File: src/design/tnuv_pkg.sv
// Shared types and constants for the topic name UTF-8 validator.
// No dependencies; imported by tnuv_name_check and topic_name_utf8_validator.
`default_nettype none

package tnuv_pkg;

   // Widths of the stream fields
   localparam int unsigned BYTE_W   = 8;
   localparam int unsigned COUNT_W  = 7;
   localparam int unsigned REASON_W = 3;
   localparam int unsigned RULE_W   = 3;

   // Length counter saturates here
   localparam logic [COUNT_W-1:0] COUNT_MAX        = 7'd127;
   localparam logic [COUNT_W-1:0] MAX_LENGTH_RESET = 7'd64;

   // Verdict reason codes
   localparam logic [REASON_W-1:0] REASON_OK        = 3'd0;
   localparam logic [REASON_W-1:0] REASON_EMPTY     = 3'd1;
   localparam logic [REASON_W-1:0] REASON_TOO_LONG  = 3'd2;
   localparam logic [REASON_W-1:0] REASON_DOT_NAME  = 3'd3;
   localparam logic [REASON_W-1:0] REASON_FORBIDDEN = 3'd4;
   localparam logic [REASON_W-1:0] REASON_BAD_UTF8  = 3'd5;

   // Range rule applied to the byte after a special lead byte
   localparam logic [RULE_W-1:0] RULE_NONE     = 3'd0;
   localparam logic [RULE_W-1:0] RULE_GE_A0    = 3'd1;  // after E0
   localparam logic [RULE_W-1:0] RULE_LT_A0    = 3'd2;  // after ED
   localparam logic [RULE_W-1:0] RULE_GE_90    = 3'd3;  // after F0
   localparam logic [RULE_W-1:0] RULE_LT_90    = 3'd4;  // after F4

   // Per-name scan state
   typedef struct packed {
      logic [COUNT_W-1:0] byte_count;
      logic [1:0]         cont_left;
      logic [RULE_W-1:0]  rule;
      logic               forbidden_seen;
      logic               utf8_err_seen;
      logic               all_dots;
   } name_state_type;

   localparam name_state_type NAME_STATE_CLEAR = '{
      byte_count:     '0,
      cont_left:      2'd0,
      rule:           RULE_NONE,
      forbidden_seen: 1'b0,
      utf8_err_seen:  1'b0,
      all_dots:       1'b1
   };

endpackage

`default_nettype wire

File: src/design/tnuv_name_check.sv
// Combinational scan step: folds one byte into the name state and forms the verdict.
// Depends on tnuv_pkg.
`default_nettype none

module tnuv_name_check (
   input  wire tnuv_pkg::name_state_type    cur_state,
   input  wire logic [tnuv_pkg::BYTE_W-1:0]  byte_in,
   input  wire logic                         no_byte,
   input  wire logic [tnuv_pkg::COUNT_W-1:0] max_length,
   output tnuv_pkg::name_state_type         nxt_state,
   output logic [tnuv_pkg::REASON_W-1:0]    fail_reason
);
   import tnuv_pkg::*;

   logic forbidden_byte;
   logic cont_bad;

   // Control bytes and path / wildcard punctuation
   always_comb begin
      forbidden_byte = (byte_in < 8'h20) || (byte_in == 8'h2F) || (byte_in == 8'h5C) ||
                       (byte_in == 8'h3A) || (byte_in == 8'h2A) || (byte_in == 8'h3F) ||
                       (byte_in == 8'h22) || (byte_in == 8'h3C) || (byte_in == 8'h3E) ||
                       (byte_in == 8'h7C);
   end

   // Continuation byte check including the second-byte range rule
   always_comb begin
      cont_bad = (byte_in & 8'hC0) != 8'h80;
      case (cur_state.rule)
         RULE_GE_A0: cont_bad = cont_bad || (byte_in <  8'hA0);
         RULE_LT_A0: cont_bad = cont_bad || (byte_in >= 8'hA0);
         RULE_GE_90: cont_bad = cont_bad || (byte_in <  8'h90);
         RULE_LT_90: cont_bad = cont_bad || (byte_in >= 8'h90);
         default:    cont_bad = cont_bad;
      endcase
   end

   // State update
   always_comb begin
      nxt_state = cur_state;
      if (!no_byte) begin
         if (cur_state.byte_count != COUNT_MAX) begin
            nxt_state.byte_count = cur_state.byte_count + 7'd1;
         end
         if (byte_in != 8'h2E) begin
            nxt_state.all_dots = 1'b0;
         end
         if (forbidden_byte) begin
            nxt_state.forbidden_seen = 1'b1;
         end
         if (cur_state.cont_left != 2'd0) begin
            if (cont_bad) begin
               nxt_state.utf8_err_seen = 1'b1;
               nxt_state.cont_left     = 2'd0;
               nxt_state.rule          = RULE_NONE;
            end else begin
               nxt_state.cont_left = cur_state.cont_left - 2'd1;
               nxt_state.rule      = RULE_NONE;
            end
         end else if (byte_in < 8'h80) begin
            nxt_state.rule = cur_state.rule;
         end else if (byte_in >= 8'hC2 && byte_in <= 8'hDF) begin
            nxt_state.cont_left = 2'd1;
            nxt_state.rule      = RULE_NONE;
         end else if (byte_in >= 8'hE0 && byte_in <= 8'hEF) begin
            nxt_state.cont_left = 2'd2;
            nxt_state.rule      = (byte_in == 8'hE0) ? RULE_GE_A0 :
                                  (byte_in == 8'hED) ? RULE_LT_A0 : RULE_NONE;
         end else if (byte_in >= 8'hF0 && byte_in <= 8'hF4) begin
            nxt_state.cont_left = 2'd3;
            nxt_state.rule      = (byte_in == 8'hF0) ? RULE_GE_90 :
                                  (byte_in == 8'hF4) ? RULE_LT_90 : RULE_NONE;
         end else begin
            nxt_state.utf8_err_seen = 1'b1;
            nxt_state.cont_left     = 2'd0;
            nxt_state.rule          = RULE_NONE;
         end
      end
   end

   // Verdict, first fault in priority order wins
   always_comb begin
      if (nxt_state.byte_count == '0) begin
         fail_reason = REASON_EMPTY;
      end else if (nxt_state.byte_count > max_length) begin
         fail_reason = REASON_TOO_LONG;
      end else if (nxt_state.all_dots &&
                   (nxt_state.byte_count == 7'd1 || nxt_state.byte_count == 7'd2)) begin
         fail_reason = REASON_DOT_NAME;
      end else if (nxt_state.forbidden_seen) begin
         fail_reason = REASON_FORBIDDEN;
      end else if (nxt_state.utf8_err_seen || nxt_state.cont_left != 2'd0) begin
         fail_reason = REASON_BAD_UTF8;
      end else begin
         fail_reason = REASON_OK;
      end
   end

endmodule

`default_nettype wire

File: src/design/topic_name_utf8_validator.sv
// Topic name validator top level: input register, scan step, result register.
// Depends on tnuv_pkg and tnuv_name_check.
//
// Usage:
//   req_* carries one name byte per transfer; req_tlast marks the final item
//   of a name, req_tuser marks an item that carries no byte (with req_tlast it
//   ends the name, possibly empty). rsp_* gives one verdict per name: name_ok
//   and a reason code. csr_* writes max_length (reset 64); write it only
//   while no name is in flight.
// Timing:
//   One byte per cycle sustained while the verdict stream is not stalled.
//   A byte is held in the input register; the scan step folds it into the
//   name state as it leaves, and the verdict of a name is written to the
//   result register as its final item leaves the input register.
// Reset: synchronous, clears the name state and both stages, and sets
//   max_length back to 64.
// Stall: while rsp_tready is low the verdict holds in the result register;
//   bytes that end no name keep flowing, and a following name end waits in
//   the input register, which then stops req_tready.
`default_nettype none

module topic_name_utf8_validator (
   input  wire logic        clock,
   input  wire logic        reset,
   // Input stream
   input  wire logic        req_tvalid,
   output logic             req_tready,
   input  wire logic [7:0]  req_tdata,   // [7:0] byte_in
   input  wire logic        req_tlast,   // last_byte
   input  wire logic        req_tuser,   // no_byte
   // Verdict stream
   output logic             rsp_tvalid,
   input  wire logic        rsp_tready,
   output logic [7:0]       rsp_tdata,   // [0] name_ok, [3:1] fail_reason, [7:4] zero
   // Configuration write
   input  wire logic        csr_valid,
   output logic             csr_ready,
   input  wire logic [6:0]  csr_data     // max_length
);
   import tnuv_pkg::*;

   // Input register
   logic              in_valid_ff, in_valid_in;
   logic [BYTE_W-1:0] in_byte_ff,  in_byte_in;
   logic              in_last_ff,  in_last_in;
   logic              in_none_ff,  in_none_in;

   // Name state and config
   name_state_type     state_ff, state_in;
   logic [COUNT_W-1:0] max_length_ff, max_length_in;

   // Result register
   logic                rsp_valid_ff, rsp_valid_in;
   logic [REASON_W-1:0] rsp_reason_ff, rsp_reason_in;

   name_state_type      step_state;
   logic [REASON_W-1:0] step_reason;
   logic                out_free;
   logic                in_move;
   logic                req_xfer;

   tnuv_name_check u_check (
      .cur_state   (state_ff),
      .byte_in     (in_byte_ff),
      .no_byte     (in_none_ff),
      .max_length  (max_length_ff),
      .nxt_state   (step_state),
      .fail_reason (step_reason)
   );

   // Handshake: a held item moves unless it ends a name and the result slot is busy
   always_comb begin
      out_free   = !rsp_valid_ff || rsp_tready;
      in_move    = in_valid_ff && (!in_last_ff || out_free);
      req_tready = !in_valid_ff || in_move;
      req_xfer   = req_tvalid && req_tready;
      csr_ready  = 1'b1;
   end

   // Next values
   always_comb begin
      in_valid_in = in_valid_ff;
      in_byte_in  = in_byte_ff;
      in_last_in  = in_last_ff;
      in_none_in  = in_none_ff;
      if (req_xfer) begin
         in_valid_in = 1'b1;
         in_byte_in  = req_tdata;
         in_last_in  = req_tlast;
         in_none_in  = req_tuser;
      end else if (in_move) begin
         in_valid_in = 1'b0;
      end

      state_in = state_ff;
      if (in_move) begin
         state_in = in_last_ff ? NAME_STATE_CLEAR : step_state;
      end

      rsp_valid_in  = rsp_valid_ff && !rsp_tready;
      rsp_reason_in = rsp_reason_ff;
      if (in_move && in_last_ff) begin
         rsp_valid_in  = 1'b1;
         rsp_reason_in = step_reason;
      end

      max_length_in = max_length_ff;
      if (csr_valid && csr_ready) begin
         max_length_in = csr_data;
      end
   end

   // Control registers
   always_ff @(posedge clock) begin
      if (reset) begin
         in_valid_ff   <= 1'b0;
         rsp_valid_ff  <= 1'b0;
         state_ff      <= NAME_STATE_CLEAR;
         max_length_ff <= MAX_LENGTH_RESET;
      end else begin
         in_valid_ff   <= in_valid_in;
         rsp_valid_ff  <= rsp_valid_in;
         state_ff      <= state_in;
         max_length_ff <= max_length_in;
      end
   end

   // Payload registers
   always_ff @(posedge clock) begin
      in_byte_ff    <= in_byte_in;
      in_last_ff    <= in_last_in;
      in_none_ff    <= in_none_in;
      rsp_reason_ff <= rsp_reason_in;
   end

   // Verdict output
   always_comb begin
      rsp_tvalid = rsp_valid_ff;
      rsp_tdata  = {4'b0000, rsp_reason_ff, (rsp_reason_ff == REASON_OK)};
   end

endmodule

`default_nettype wire
File: config.mk
export PLATFORM = sky130hd
export DESIGN_NAME = topic_name_utf8_validator
export DESIGN_NICKNAME = d
export VERILOG_FILES = /design/src/design/tnuv_pkg.sv /design/src/design/tnuv_name_check.sv /design/src/design/topic_name_utf8_validator.sv
export SDC_FILE = /design/constraint.sdc
export NUM_CORES = 1
export LEC_CHECK = 0
export BUFFER_PORTS_ARGS = -buffer_cell sky130_fd_sc_hd__buf_4
export CAP_MARGIN = 10
export CORE_ASPECT_RATIO = 2
export CORE_MARGIN = 2
export CORE_UTILIZATION = 45
export DETAILED_ROUTE_END_ITERATION = 7
export GPL_ROUTABILITY_DRIVEN = 0
export GPL_TIMING_DRIVEN = 0
export PLACE_DENSITY = 0.68
export SLEW_MARGIN = 20
export SYNTH_ARGS = -nofsm -noshare
export SYNTH_HDL_FRONTEND = slang
export SYNTH_HIERARCHICAL = 1
export SYNTH_SLANG_ARGS = --single-unit
File: constraint.sdc
create_clock -name clock -period 3.15 [get_ports clock]
set_input_delay 0.945 -clock clock [delete_from_list [all_inputs] [get_ports clock]]
set_output_delay 0.945 -clock clock [all_outputs]
set_load 0.02 [all_outputs]
==> impl_metrics.json, run 1 <==
{
  "cp_max_fo": 7,
  "status": "finished, final reports clean",
  "fmax_ghz": 0.333,
  "drcViolationCount": 0,
  "yosys.area.top_type": "dfxtp_1",
  "die_w_um": 52.7,
  "worstPathArrival_ns": 3.13,
  "p_leak_uw": 0.00107,
  "nets": 291,
  "ys.flop_type": "dfxtp_1",
  "die_h_um": 101,
  "drt_wl_total_mm": 4.53,
  "power_density_nw_per_um2": 398,
  "period_minus_slack_ns": 3.00,
  "rsz0062_at_grt": "no",
  "port_buffers": 26,
  "num_vias": 1790,
  "final_antenna_net_count": 0,
  "max-vdd-ir-drop_mv": 0.356,
  "fillers": 436,
  "worstPathCellList": "ha_4, nand4_1, o21ba_1, buf_2, mux2_1, ha_1, nor2b_1, o21a_1, o21a_1, o31ai_4, a31oi_1, o22ai_1",
  "place.detailed.hpwl_mm": 3.36,
  "clk_pin_slew_ns": 0.07,
  "critical-path-max-stage-delay_ns": 0.44,
  "critPathMostFrequentCell": "o21a_1",
  "max_cap_viol_count": 0,
  "drtIter0Drc": 33,
  "synthArstFlopShare_pct": 0,
  "ys.warnings.count": 6,
  "tightest_slew_ns": 1.01,
  "core_um2": 4600,
  "synth.distinct_cells": 55,
  "min_path_type": "reg2reg",
  "grt_pass1_wl_mm": 7.51,
  "drv_slew": 0,
  "cts_made_buffers": 5,
  "slew_headroom_pct": 32.2,
  "post_synth.cell_area_avg_um2": 9.49,
  "min_period_over_period_pct": 95.3,
  "die_area_um2": 5340,
  "final_cells": 316,
  "synth_seq_cells": 37,
  "hold_buffers": 0,
  "area_growth_pct": 18.2,
  "start_util_pct": 46.4,
  "h-tree-depth": 2,
  "finalHoldViolCount": 0,
  "setup_viol": 0,
  "dp.cells": 309,
  "viasPerCell": 5.66,
  "synthCells": 225,
  "cts.sink_count": 37,
  "seq_area_frac_synth_pct": 40.8,
  "grt_max_degree": 12,
  "setup_ws_ns": 0.149,
  "grt_overflow": 0,
  "track_usage_pct": 19.0,
  "cts_tree": "yes",
  "synth_edf_count": 13,
  "ios": 33,
  "drt_pass1_iterations": 4,
  "root_buffer": "clkbuf_8",
  "clockBufferDepth": 2,
  "grt_pass1_vias": 1708,
  "slowest_stage": "dfxtp_1",
  "ctsResizeCount": 3,
  "n_antenna_cell": 0,
  "synthTopCellsByArea": "dfxtp_1 (23%), edfxtp_1 (18%), a22o_1 (6.2%)",
  "wl_per_cell_um": 14.3,
  "cp-start-kind": "flop",
  "crit_required_ns": 3.28,
  "synthesis.area_um2": 2130,
  "drive_above_1_share_pct": 19.5,
  "worst_setup_path_end_kind": "flop",
  "criticalPathCategory": "reg2reg",
  "clkLatencyLatePin_ns": 0.29,
  "post_cts_buffers": 0,
  "dp_worst_setup_slack_ns": -0.156,
  "finClkSkew_ns": 0.00821,
  "num_rows": 35,
  "synth_top_area_share_pct": 22.5,
  "grt_antenna_before_repair": 0
}
[per-layer routing]
layer	routed length (um)	vias up	track usage [%]
met4	75	0	7.69
li1	-	884	-
met1	1690	846	19.8
met2	2560	52	35.6
met5	0	-	0
met3	195	8	3.54
[synth_stat cells, types with 2 or more instances]
cell type,count
nand3_1,5
o22ai_1,2
nand4_1,4
xnor2_1,3
and2_1,3
edfxtp_1,13
o21ai_1,4
clkbuf_1,4
buf_4,6
o21a_1,6
nor3_1,8
and2b_1,2
mux2_1,2
nor3b_1,2
a211o_1,2
ha_1,9
xor2_1,2
a22o_1,15
nor2b_1,5
o211ai_1,2
nor2_1,12
a31oi_1,5
o21ai_0,2
conb_1,2
nand2b_1,3
buf_2,5
nand2_1,13
inv_1,19
mux2i_1,7
a21oi_1,8
dfxtp_1,24
a221o_1,2
o31ai_1,2
[report_power, final]
group / total, uW / switching (uW) / leakage (uW) / internal (uW)
sequential: 525 / 12.5 / 0.000322 / 513
clock: 341 / 163 / 0.0000455 / 178
combinational: 137 / 72.1 / 0.000702 / 65.0
[final timing paths]
path	startpoint	end	slack (ns)	cells after the start
worst max-delay path	state_ff[9]$_SDFFE_PP0P_	rsp_reason_ff[0]$_DFFE_PP_	0.15	12
worst min-delay path	state_ff[0]$_SDFFE_PP1P_	state_ff[0]$_SDFFE_PP1P_	0.44	2
worst max register to register	state_ff[9]$_SDFFE_PP0P_	rsp_reason_ff[0]$_DFFE_PP_	0.15	12
worst min register to register	state_ff[0]$_SDFFE_PP1P_	state_ff[0]$_SDFFE_PP1P_	0.44	2
[area by class of cell]
type                            count  area, um2  share of cell area, %
Buffer                             15       92.6                   3.67
Tap cell                           55       68.8                   2.73
Clock buffer                        8       90.1                   3.57
Timing Repair Buffer               26        195                   7.73
Multi-Input combinational cell    155       1130                   44.8
Inverter                           20       75.1                   2.97
Sequential cell                    37        872                   34.6
[state kept, by name (all words and copies together) (netlist names)]
name	cells
state_ff	15
in_byte_ff	8
in_none_ff	1
in_valid_ff	1
rsp_tvalid	1
max_length_ff	7
in_last_ff	1
rsp_reason_ff	3
[stage by stage]
stage | instance area (um2) | hold WS (ns) | TNS (ns) | total power [uW] | util [%]
2_1_floorplan | 2150 | 0.420 | 0 | 625 | -
3_3_place_gp | 2410 | 0.427 | -0.463 | 668 | 52.4
3_5_place_dp | 2410 | 0.435 | -0.351 | 670 | 52.4
4_1_cts | 2510 | 0.446 | 0 | 1010 | 54.6
5_1_grt | 2520 | 0.491 | 0 | 1050 | 54.9
6_report | 2520 | 0.444 | 0 | 1000 | 54.9
[critical path, delay by kind of cell (launching register included)]
kind | cells | cell delay, ns
AOI/OAI and AO/OA | 6 | 1.14
adders and majority gates | 2 | 0.49
buffers and inverters | 1 | 0.16
DFF | 1 | 0.44
muxes | 1 | 0.34
and+or+nand+nor | 2 | 0.27
[placed cells by master (no fill, tap or decap), types with 3 or more instances in the layout]
cell type / count
edfxtp_1: 13
o21ai_1: 4
clkbuf_1: 5
ha_1: 8
nor2b_1: 5
nand2_1: 13
and2_1: 3
mux2i_1: 7
clkbuf_8: 6
a31oi_1: 5
xnor2_1: 3
nor3_1: 8
dfxtp_1: 23
nand3_1: 5
conb_1: 5
inv_1: 19
nand4_1: 4
buf_2: 5
a22o_1: 15
buf_4: 32
nor2_1: 12
o21a_1: 6
a21oi_1: 8
nand2b_1: 3
[logic make-up (layout without fill, tap and decap cells)]
kind of cell / count (synthesis) / count (layout) / share of synthesized area (%)
XOR/XNOR: 5 / 5 / 2.05
adder cells (fa/ha/maj): 9 / 9 / 5.28
flip-flops: 37 / 37 / 40.8
buffers and inverters: 36 / 69 / 8.03
AND/OR/NAND/NOR: 65 / 65 / 17.2
AO/OA/AOI/OAI: 62 / 62 / 22.0
multiplexers: 9 / 9 / 4.34
other: 2 / 5 / 0.352
Power figures use the tool's default switching activity.
==> inputs of run 2 (changes only) <==
Settings changed: GPL_TIMING_DRIVEN 0 to 1, PLACE_DENSITY 0.68 to 0.66.
Clock period 3.15 ns to 3.6 ns, I/O delays scaled along.
==> run 2 against run 1 <==
  * Combinational power fell by 23%
  * First-iteration DRC count fell by 30%
  * Via count fell by 1.4%
  * Design area fell by 1.5%
  * Maximum frequency fell by 6.7%
  * Count of clock-buffer cells in the layout fell by 3
  * Sequential share of layout area rose by 0.47 points
  * Core utilization fell by 0.82 points
  * Largest cell class unchanged
==> impl_metrics.json, run 2 (synthesis gave the netlist of run 1 again) <==
{
  "nets": 280,
  "post_cts_buffers": 0,
  "cts_made_buffers": 5,
  "min_period_over_period_pct": 89.3,
  "finalHoldViolCount": 0,
  "worstPathArrival_ns": 3.35,
  "fin_area_um2": 2490,
  "max-vdd-ir-drop_mv": 0.333,
  "crit_required_ns": 3.73,
  "cp_max_fo": 7,
  "drt_wl_total_mm": 4.71,
  "num_rows": 35,
  "clockBufferDepth": 2,
  "criticalPathCategory": "reg2reg",
  "utilization_pct": 54.1,
  "clk_pin_slew_ns": 0.08,
  "final_antenna_net_count": 0,
  "drtIter0Drc": 23,
  "grt_pass1_vias": 1800,
  "track_usage_pct": 20.4,
  "layout_common_cells": "buf_4 (30), dfxtp_1 (24), inv_1 (19), a22o_1 (15)",
  "worst_setup_path_end_kind": "flop",
  "h-tree-depth": 2,
  "whs_path_depth": 2,
  "r2r_start": "state_ff[8]$_SDFFE_PP0P_",
  "rsz0062_at_grt": "no",
  "place.detailed.hpwl_mm": 3.68,
  "register_area_um2": 871,
  "die_w_um": 52.7,
  "max_cap_viol_count": 0,
  "slew_headroom_pct": 50.0,
  "hp-start": "state_ff[0]$_SDFFE_PP1P_",
  "drcViolationCount": 0,
  "drt_pass1_iterations": 4,
  "finalSetupTns_ns": 0,
  "grt_antenna_before_repair": 0,
  "status": "finished, final reports clean",
  "grt_pass1_wl_mm": 8.14,
  "reg2reg_slack_ns": 0.38,
  "rr_worst_depth": 11,
  "fillers": 441,
  "clkLatencyLatePin_ns": 0.28,
  "setup_ws_ns": 0.384,
  "core_um2": 4600,
  "holdPathEnd": "state_ff[0]$_SDFFE_PP1P_",
  "cp-start-kind": "flop",
  "start_util_pct": 46.4,
  "drv_slew": 0,
  "drive_above_1_share_pct": 17.2,
  "setup_viol": 0,
  "root_buffer": "clkbuf_8",
  "period_minus_slack_ns": 3.22,
  "p_leak_uw": 0.00105,
  "grt_overflow": 0,
  "largest_reg_flops": 15,
  "r2r_end": "rsp_reason_ff[0]$_DFFE_PP_",
  "multi_input_area_um2": 1110,
  "die_area_um2": 5340,
  "num_vias": 1765,
  "area_growth_pct": 16.5,
  "final_common_cell": "buf_4",
  "grt_max_degree": 16,
  "ctsResizeCount": 0,
  "dpl-instance-area_um2": 2340,
  "n_antenna_cell": 0,
  "port_buffers": 27,
  "viasPerCell": 5.79,
  "top_register": "state_ff",
  "ios": 33,
  "die_h_um": 101,
  "cts.sink_count": 37,
  "dp_worst_setup_slack_ns": 0.285,
  "wl_per_cell_um": 15.4,
  "tightest_slew_ns": 0.746,
  "power_density_nw_per_um2": 404,
  "cts_tree": "yes",
  "finClkSkew_ns": 0.00287,
  "reg_top3": "state_ff x15, in_byte_ff x8, max_length_ff x7",
  "hold_buffers": 0,
  "min_path_type": "reg2reg",
  "fmax_ghz": 0.311
}
run 2: cell types whose count changed in the layout (fill, tap and decap cells not counted), sizes merged:
cell    before  now
inv         20   21
buf         38   30
clkbuf      11    5
bufinv       0    2
run 2: layout make-up:
type | count | area share [%]
clock buffers | 5 | 2.77
flip-flops and latches | 37 | 35.0
clock inverters | 3 | 2.77
inverters | 20 | 3.02
repair buffers | 30 | 9.06
well taps | 55 | 2.77
multi-input cells | 155 | 44.6
run 2: power breakdown:
group / internal (uW) / switching (uW)
clock network: 279 / 153
logic: 50.3 / 55.4
registers: 449 / 17.6
total: 778 / 226
run 2: routing by layer:
layer / GRT usage [%] / up-vias / share of wire [%]
li1: - / 864 / -
met1: 18.1 / 843 / 34
met2: 40.0 / 44 / 59
met3: 3.39 / 14 / 2.8
met4: 11.8 / 0 / 4.2
met5: 0 / - / 0
run 2: per-stage QoR:
step / total power [uW] / hold WS [ns] / instances
after floorplan: 547 / 0.420 / 228
after global placement: 580 / 0.429 / 297
after detailed placement: 581 / 0.436 / 297
after CTS: 1010 / 0.449 / 305
after global routing: 1040 / 0.486 / 305
final: 1000 / 0.449 / 305
run 2: worst max-delay path by stage:
stage	start	endpoint	slack [ns]	depth (start not counted)
2_1_floorplan	state_ff[8]$_SDFFE_PP0P_	rsp_reason_ff[1]$_DFFE_PP_	0.64	11
3_3_place_gp	state_ff[8]$_SDFFE_PP0P_	rsp_reason_ff[1]$_DFFE_PP_	0.42	10
3_5_place_dp	state_ff[8]$_SDFFE_PP0P_	rsp_reason_ff[0]$_DFFE_PP_	0.28	11
4_1_cts	state_ff[8]$_SDFFE_PP0P_	rsp_reason_ff[0]$_DFFE_PP_	0.24	11
5_1_grt	state_ff[8]$_SDFFE_PP0P_	rsp_reason_ff[0]$_DFFE_PP_	0.14	11
6_report	state_ff[8]$_SDFFE_PP0P_	rsp_reason_ff[0]$_DFFE_PP_	0.38	11
run 2: critical path: stages, from the launching register on:
cell and delay, ns:
dfxtp_1 0.47, ha_1 0.32, nand4_1 0.18, o21ba_1 0.31, mux2_1 0.37, ha_1 0.29
nor2b_1 0.14, o21a_1 0.16, o21a_1 0.18, o31ai_2 0.37, a31oi_1 0.13, o22ai_1 0.14
